### config.mk
export PLATFORM = sky130hd
export DESIGN_NAME = round_robin_block_allocator_top
export DESIGN_NICKNAME = d
export VERILOG_FILES = /design/src/design/rrba_pkg.sv /design/src/design/rrba_ram.sv /design/src/design/rrba_share.sv /design/src/design/round_robin_block_allocator_top.sv
export SDC_FILE = /design/constraint.sdc
export NUM_CORES = 1
export LEC_CHECK = 0
export ABC_AREA = 1
export BUFFER_PORTS_ARGS = -buffer_cell sky130_fd_sc_hd__buf_2
export CORE_ASPECT_RATIO = 0.75
export CORE_MARGIN = 2
export CORE_UTILIZATION = 40
export CTS_BUF_LIST = sky130_fd_sc_hd__clkbuf_8 sky130_fd_sc_hd__clkbuf_16
export CTS_CLUSTER_SIZE = 28
export DETAILED_ROUTE_END_ITERATION = 8
export PLACE_DENSITY = 0.59
export SLEW_MARGIN = 30
export SYNTH_ARGS = -nofsm -noshare
export SYNTH_HDL_FRONTEND = slang
export SYNTH_SLANG_ARGS = --single-unit
### constraint.sdc
create_clock -name clk -period 13.5 [get_ports clk]
set_input_delay 0.675 -clock clk [delete_from_list [all_inputs] [get_ports clk]]
set_output_delay 0.675 -clock clk [all_outputs]
set_load 0.005 [all_outputs]
### src/design/rrba_pkg.sv
// Shared types and constants for the round-robin block allocator.
// Holds request kinds, result status codes, the queue entry layout and reset values.
// No dependencies.
package rrba_pkg;

  // Field widths of the request and result channels
  localparam int ID_W    = 10;
  localparam int BLOCK_W = 16;
  localparam int KIND_W  = 2;
  localparam int STAT_W  = 3;

  // Defaults for the top-level parameters
  localparam int QUEUE_DEPTH_DEF   = 16;
  localparam int SHARE_DIVISOR_DEF = 10;

  // Pool and refill budget value after reset
  localparam logic [BLOCK_W-1:0] BUDGET_RESET = 16'd1000;

  // Request kinds
  localparam logic [KIND_W-1:0] KIND_ENQUEUE = 2'd0;
  localparam logic [KIND_W-1:0] KIND_REFILL  = 2'd1;
  localparam logic [KIND_W-1:0] KIND_SERVE   = 2'd2;

  // Result status codes
  localparam logic [STAT_W-1:0] STAT_ENQUEUED  = 3'd0;
  localparam logic [STAT_W-1:0] STAT_FULL      = 3'd1;
  localparam logic [STAT_W-1:0] STAT_REFILLED  = 3'd2;
  localparam logic [STAT_W-1:0] STAT_GRANTED   = 3'd3;
  localparam logic [STAT_W-1:0] STAT_EMPTY     = 3'd4;
  localparam logic [STAT_W-1:0] STAT_EXHAUSTED = 3'd5;

  // One pending request as stored in the queue memory
  typedef struct packed {
    logic [ID_W-1:0]    id;
    logic [BLOCK_W-1:0] count;
  } rrba_entry_t;

endpackage

### src/design/rrba_ram.sv
// Generic single-write, single-read synchronous RAM with registered read data.
// Depends on nothing; width and depth come in as parameters.
module rrba_ram #(
  parameter int WIDTH = 8,
  parameter int DEPTH = 16
) (
  input  logic                     clk,
  input  logic                     we,
  input  logic [$clog2(DEPTH)-1:0] waddr,
  input  logic [WIDTH-1:0]         wdata,
  input  logic [$clog2(DEPTH)-1:0] raddr,
  output logic [WIDTH-1:0]         rdata
);

  logic [WIDTH-1:0] mem [DEPTH];

  // Write port and registered read port
  always_ff @(posedge clk) begin
    if (we) begin
      mem[waddr] <= wdata;
    end
    rdata <= mem[raddr];
  end

endmodule

### src/design/rrba_share.sv
// Two-stage constant divider: share = pool / SHARE_DIVISOR.
// Reciprocal multiply, then one compare-and-correct step. Uses rrba_pkg widths.
module rrba_share import rrba_pkg::*; #(
  parameter int SHARE_DIVISOR = SHARE_DIVISOR_DEF
) (
  input  logic               clk,
  input  logic [BLOCK_W-1:0] pool,
  output logic [BLOCK_W-1:0] share
);

  localparam int RECIP_SHIFT = BLOCK_W;
  localparam int RECIP_W     = BLOCK_W + 1;
  localparam int DIV_W       = 7;
  localparam logic [RECIP_W-1:0] RECIP   = RECIP_W'((1 << RECIP_SHIFT) / SHARE_DIVISOR);
  localparam logic [DIV_W-1:0]   DIVISOR = DIV_W'(SHARE_DIVISOR);

  logic [BLOCK_W+RECIP_W-1:0] approx_prod;
  logic [BLOCK_W-1:0]         quot_est;
  logic [BLOCK_W-1:0]         pool_d;
  logic [BLOCK_W+DIV_W-1:0]   back_prod;
  logic [BLOCK_W-1:0]         remainder;

  // Estimate: floor(pool * floor(2^16 / D) / 2^16) is the quotient or one less
  assign approx_prod = {{RECIP_W{1'b0}}, pool} * {{BLOCK_W{1'b0}}, RECIP};

  always_ff @(posedge clk) begin
    quot_est <= approx_prod[RECIP_SHIFT +: BLOCK_W];
    pool_d   <= pool;
  end

  // Correct the estimate with one compare against the divisor
  assign back_prod = {{DIV_W{1'b0}}, quot_est} * {{BLOCK_W{1'b0}}, DIVISOR};
  assign remainder = pool_d - back_prod[BLOCK_W-1:0];

  always_ff @(posedge clk) begin
    share <= (remainder >= BLOCK_W'(DIVISOR)) ? quot_est + 1'b1 : quot_est;
  end

endmodule

### src/design/round_robin_block_allocator_top.sv
// Top level of the round-robin block allocator: request queue control and pool.
// Depends on rrba_pkg, rrba_ram (queue storage) and rrba_share (pool divider).
//
//  channel   handshake             payload
//  request   start / busy          kind, client_id, request_blocks
//  result    done (strobe)         status, granted_client, granted_blocks,
//                                  blocks_left, pool_after
//  config    cfg_write             cfg_data (refill budget)
//
// Enqueue, refill, empty-queue and exhausted-pool requests complete from idle:
// the result strobes in the cycle after the request, and busy stays low.
// A serve that grants goes from idle through S_DIV to S_APPLY, with busy high in
// both: the queue memory read of the head entry and the first divider stage, then
// the divider correction, then the grant is applied and written back.
// Synchronous reset clears the queue pointers and sets pool and budget to 1000;
// the queue memory needs no clearing. The result cannot be stalled.
module round_robin_block_allocator_top import rrba_pkg::*; #(
  parameter int QUEUE_DEPTH   = QUEUE_DEPTH_DEF,
  parameter int SHARE_DIVISOR = SHARE_DIVISOR_DEF
) (
  input  logic               clk,
  input  logic               rst,
  input  logic               start,
  output logic               busy,
  input  logic [KIND_W-1:0]  kind,
  input  logic [ID_W-1:0]    client_id,
  input  logic [BLOCK_W-1:0] request_blocks,
  input  logic               cfg_write,
  input  logic [BLOCK_W-1:0] cfg_data,
  output logic               done,
  output logic [STAT_W-1:0]  status,
  output logic [ID_W-1:0]    granted_client,
  output logic [BLOCK_W-1:0] granted_blocks,
  output logic [BLOCK_W-1:0] blocks_left,
  output logic [BLOCK_W-1:0] pool_after
);

  localparam int PTR_W = $clog2(QUEUE_DEPTH);
  localparam int CNT_W = $clog2(QUEUE_DEPTH + 1);
  localparam logic [PTR_W-1:0] LAST_SLOT  = PTR_W'(QUEUE_DEPTH - 1);
  localparam logic [CNT_W-1:0] FULL_COUNT = CNT_W'(QUEUE_DEPTH);

  localparam logic [1:0] S_IDLE  = 2'd0;
  localparam logic [1:0] S_DIV   = 2'd1;
  localparam logic [1:0] S_APPLY = 2'd2;

  logic [1:0]         state;
  logic [PTR_W-1:0]   head;
  logic [PTR_W-1:0]   tail;
  logic [CNT_W-1:0]   count;
  logic [BLOCK_W-1:0] pool;
  logic [BLOCK_W-1:0] budget;

  logic               accept;
  logic               ram_we;
  rrba_entry_t        ram_wdata;
  rrba_entry_t        head_entry;
  logic [BLOCK_W-1:0] share;
  logic [BLOCK_W-1:0] grant;
  logic [BLOCK_W-1:0] left;
  logic [PTR_W-1:0]   head_next;
  logic [PTR_W-1:0]   tail_next;

  assign busy   = (state != S_IDLE);
  assign accept = start && !busy;

  assign head_next = (head == LAST_SLOT) ? '0 : head + 1'b1;
  assign tail_next = (tail == LAST_SLOT) ? '0 : tail + 1'b1;

  // Queue storage, read continuously at the head
  rrba_ram #(
    .WIDTH ($bits(rrba_entry_t)),
    .DEPTH (QUEUE_DEPTH)
  ) u_queue (
    .clk   (clk),
    .we    (ram_we),
    .waddr (tail),
    .wdata (ram_wdata),
    .raddr (head),
    .rdata (head_entry)
  );

  // Pool share divider, fed from the pool register
  rrba_share #(
    .SHARE_DIVISOR (SHARE_DIVISOR)
  ) u_share (
    .clk   (clk),
    .pool  (pool),
    .share (share)
  );

  // Grant for the head entry
  assign grant = (head_entry.count < share) ? head_entry.count : share;
  assign left  = head_entry.count - grant;

  // Queue writes: enqueue requests at accept while not full, pushed-back entries after a grant
  always_comb begin
    ram_we          = 1'b0;
    ram_wdata.id    = client_id;
    ram_wdata.count = request_blocks;
    if (accept && (kind == KIND_ENQUEUE) && (count != FULL_COUNT)) begin
      ram_we = 1'b1;
    end
    if ((state == S_APPLY) && (left != '0)) begin
      ram_we          = 1'b1;
      ram_wdata.id    = head_entry.id;
      ram_wdata.count = left;
    end
  end

  // Control: pointers, fill count, pool, budget and sequencer
  always_ff @(posedge clk) begin
    if (rst) begin
      state  <= S_IDLE;
      head   <= '0;
      tail   <= '0;
      count  <= '0;
      pool   <= BUDGET_RESET;
      budget <= BUDGET_RESET;
      done   <= 1'b0;
    end else begin
      done <= 1'b0;
      if (cfg_write) begin
        budget <= cfg_data;
      end
      case (state)
        S_IDLE: begin
          if (start) begin
            case (kind)
              KIND_ENQUEUE: begin
                done <= 1'b1;
                if (count != FULL_COUNT) begin
                  tail  <= tail_next;
                  count <= count + 1'b1;
                end
              end
              KIND_REFILL: begin
                done <= 1'b1;
                pool <= budget;
              end
              KIND_SERVE: begin
                if ((count == '0) || (pool == '0)) begin
                  done <= 1'b1;
                end else begin
                  state <= S_DIV;
                end
              end
              default: ;
            endcase
          end
        end
        S_DIV: begin
          state <= S_APPLY;
        end
        S_APPLY: begin
          done <= 1'b1;
          head <= head_next;
          pool <= pool - grant;
          if (left != '0) begin
            tail <= tail_next;
          end else begin
            count <= count - 1'b1;
          end
          state <= S_IDLE;
        end
        default: state <= S_IDLE;
      endcase
    end
  end

  // Result payload
  always_ff @(posedge clk) begin
    if (state == S_APPLY) begin
      status         <= STAT_GRANTED;
      granted_client <= head_entry.id;
      granted_blocks <= grant;
      blocks_left    <= left;
      pool_after     <= pool - grant;
    end else if (accept) begin
      granted_client <= '0;
      granted_blocks <= '0;
      blocks_left    <= '0;
      pool_after     <= pool;
      case (kind)
        KIND_ENQUEUE: begin
          status <= (count == FULL_COUNT) ? STAT_FULL : STAT_ENQUEUED;
        end
        KIND_REFILL: begin
          status     <= STAT_REFILLED;
          pool_after <= budget;
        end
        KIND_SERVE: begin
          status <= (count == '0) ? STAT_EMPTY : STAT_EXHAUSTED;
        end
        default: status <= STAT_EMPTY;
      endcase
    end
  end

  // Fill count never passes the queue depth
  a_count_bound: assert property (@(posedge clk) disable iff (rst)
    count <= FULL_COUNT)
    else $error("queue fill count above depth");

  // Apply step always follows the divider wait step
  a_apply_order: assert property (@(posedge clk) disable iff (rst)
    (state == S_APPLY) |-> $past(state == S_DIV))
    else $error("apply step without divider wait");

  // A grant is only applied while the queue holds an entry and the pool is not empty
  a_apply_nonempty: assert property (@(posedge clk) disable iff (rst)
    (state == S_APPLY) |-> ((count != '0) && (pool != '0)))
    else $error("grant applied to empty queue or pool");

  // A granted result comes straight out of the apply step
  a_grant_source: assert property (@(posedge clk) disable iff (rst)
    (done && (status == STAT_GRANTED)) |-> $past(state == S_APPLY))
    else $error("granted result without apply step");

endmodule
==> impl_metrics.tcl <==
set metrics [dict create \
    status "finished, final reports clean" \
    grt_pass1_vias 20000 \
    met2_length_microns 33100 \
    worstPathRequired_ps 13770 \
    final_cell_mix "474 x edfxtp_1, 373 x nor2_1, 366 x nand2_1, 303 x inv_1" \
    cts_root_buf "clkbuf_16" \
    nets 3182 \
    setup_tns_ps 0 \
    syn_avg_cell_area_sq_um 10.7 \
    rsz0062_at_grt "false" \
    worstSetupPathType "reg2reg" \
    grt_max_degree 110 \
    track_usage_pct 21.4 \
    areaGrowthSynthToFinish_pct 13.6 \
    worst_ep_arrival_time_ps 6480 \
    io_pins 111 \
    max_freq_ghz 0.161 \
    core-area_sq_um 73400 \
    ir_drop_mv 0.140 \
    wirelength_microns 82600 \
    grt_pass1_wl_microns 125000 \
    grt_remaining_overflow 0 \
    clkSinkCount 593 \
    clock-skew-final_ps 53.9 \
    hold_path_startpoint "cfg_data[7]" \
    hold_path_end "budget[7]" \
    cp-startpoint "u_share.share[10]" \
    finalCritPeriodShare_pct 46.0 \
    netlist_instances 2774 \
    drc 0 \
    synth_xor_xnor_area_share_pct 1.60 \
    r2r-start "u_share.share[10]" \
    synthAdderAreaFrac_pct 12.3 \
    port_buffers 110 \
    dieArea_sq_um 76300 \
    critPathMaxFanout 37 \
    worstMarginPinSlew_ps 974 \
    synth_enable_flop_cells 474 \
    cellPowerDensity_nw_per_um2 192 \
    yosys.area_share.simple_pct 13.5 \
    rows 86 \
    routabilityCongestion 0.908 \
    r2r_setup_slack_ps 7290 \
    drv_slew 0 \
    cts_tree "built" \
    setup_viol 0 \
    ctsResizeCount 0 \
    async_flop_share_pct 0 \
    synth_flop_cell "edfxtp_1" \
    clockBufferDepth 3 \
    clkTransAtPathRegs_ps 60 \
    hpwlAfterDp_microns 57500 \
    routed-via-count 21000 \
    drt_iter0_markers 2158 \
    start_kind "register" \
    endpoint_kind "register" \
    post-cts-setup-buffers 0 \
    drive_gt1_share_pct 11.3 \
    period_minus_slack_ps 6210 \
    hold_violations 0 \
    post-route-util_pct 45.9 \
    die_width_microns 318 \
    netlist_area_sq_um 29600 \
    synthMuxAreaShare_pct 1.32 \
    hold_class "in2reg" \
    yosysSeqAreaShare_pct 56.1 \
    holdBufCountCts 0 \
    maxSlewHeadroom_pct 35.0 \
    wire_per_inst_microns 21.2 \
    ys.warnings.count 0 \
    synth_compound_area_share_pct 9.93 \
    reg2reg_depth 26 \
    vias_per_cell 5.39 \
    ant_nets 0 \
    synth_seq_cells 593 \
    initial_core_util_pct 40.4 \
    h-tree-depth 2 \
    fin_cells 3901 \
    cts_buffers 59 \
    firstDrtPassIters 5 \
    antenna_found_initial 3 \
    maxCapViolCount 0 \
    met1_length_microns 40000 \
    whs_ps 276 \
    p_leak_nw 13.5 \
    mostFrequentLayoutCell "edfxtp_1" \
    die_h_microns 240 \
    synth_top_family_by_area "simple AND/OR/NAND/NOR gates" \
    wl_met3_microns 7660 \
    synth_cell_type_count 53 \
    top_layer_used "met5" \
    rr_endpoint "u_queue.mem[12][8]" \
    power.total_w 0.00646 \
    clock_latency_ps 660 \
    holdPathStages 3 \
    fillers 6821 \
    dpl.cell_count 3785 \
]
[metal layers]
| layer | up-vias | GRT usage (%) |
|---|---|---|
| met5 | - | 0 |
| met1 | 10200 | 33.2 |
| li1 | 9883 | - |
| met3 | 114 | 5.04 |
| met2 | 840 | 29.6 |
| met4 | 2 | 5.69 |
[critical path, cell delays in order (launching register included)]
cell	delay, ps
dfxtp_1	390
inv_1	130
ha_1	280
nand2_1	90
o21ai_0	150
a21oi_4	220
nand2_8	190
o21ai_0	640
ha_1	370
a21oi_1	180
nand2_1	100
nand2_1	140
clkinv_1	110
nand2_1	90
nand2_1	80
nand2_1	80
nand2_1	60
nand2_1	60
nand2_1	80
nand2_1	80
nor2_2	40
nand3_1	70
nand2_2	320
nand2_2	350
inv_1	240
nor3_2	780
buf_4	480
[synth_stat cells (18+ instances only)]
master / number / area share, %
o21ai_1: 26 / 0.44
o221ai_1: 39 / 1.2
o21ai_0: 191 / 3.2
dfxtp_1: 119 / 8.0
nor2_1: 385 / 4.9
o211ai_1: 21 / 0.53
ha_1: 191 / 8.1
nand2_1: 366 / 4.6
o32ai_1: 65 / 1.9
nand3_1: 106 / 1.8
clkbuf_1: 91 / 1.2
inv_1: 288 / 3.6
nand4_1: 32 / 0.68
fa_1: 62 / 4.2
nor3_1: 18 / 0.30
xor2_1: 37 / 1.1
a21oi_1: 101 / 1.7
edfxtp_1: 474 / 48
mux2i_1: 39 / 1.3
[area by class of cell]
cell class | instances | area (sq um) | share of cell area (%)
sequential | 593 | 16600 | 49.4
multi-input combinational | 1775 | 11600 | 34.4
clock buffer | 71 | 1680 | 4.98
tap | 968 | 1210 | 3.60
inverter | 299 | 1130 | 3.35
timing repair buffer | 153 | 1070 | 3.19
clock inverter | 41 | 357 | 1.06
antenna | 1 | 2.50 | 0.00744
[cell families after synthesis]
family,Yosys count
DFF,593
adders and majority gates,253
AOI/OAI and AO/OA,477
and+or+nand+nor,949
xor gates and xnor gates,54
buffers and inverters,407
other,2
muxes,39
[worst max-delay path by stage]
| stage | to | slack [ps] | cells past startpoint |
|---|---|---|---|
| CTS | u_queue.mem[12][8] | 7350 | 26 |
| floorplan | u_queue.mem[0][0] | 7830 | 28 |
| detailed placement | u_queue.mem[12][4] | 7370 | 24 |
| global route | u_queue.mem[13][8] | 6790 | 26 |
| finish | u_queue.mem[12][8] | 7290 | 26 |
| global placement | u_queue.mem[0][25] | 7620 | 26 |
[per-stage QoR]
step	setup WS (ps)	instance area, sq um
floorplan	7830	29600
global placement	7620	31300
detailed placement	7370	31500
CTS	7350	33500
global route	6790	33600
finish	7290	33700
[state kept, by name, summed over array words and instances (netlist names), 4 cells and up]
name	count
u_queue.rdata	26
granted_blocks	16
budget	16
tail	4
pool_after	16
granted_client	10
u_queue.mem	416
blocks_left	16
u_share.pool_d	15
u_share.quot_est	13
u_share.share	14
pool	16
head	4
count	5
[power by group]
| group | total, W | switching (W) | leakage, nW | internal (W) |
|---|---|---|---|---|
| Sequential | 0.00214 | 0.0000788 | 5.32 | 0.00206 |
| Combinational | 0.00262 | 0.00168 | 7.13 | 0.000947 |
| Clock | 0.00170 | 0.000733 | 1.06 | 0.000962 |
| Total | 0.00646 | 0.00249 | 13.5 | 0.00397 |
Power figures use the tool's default switching activity.
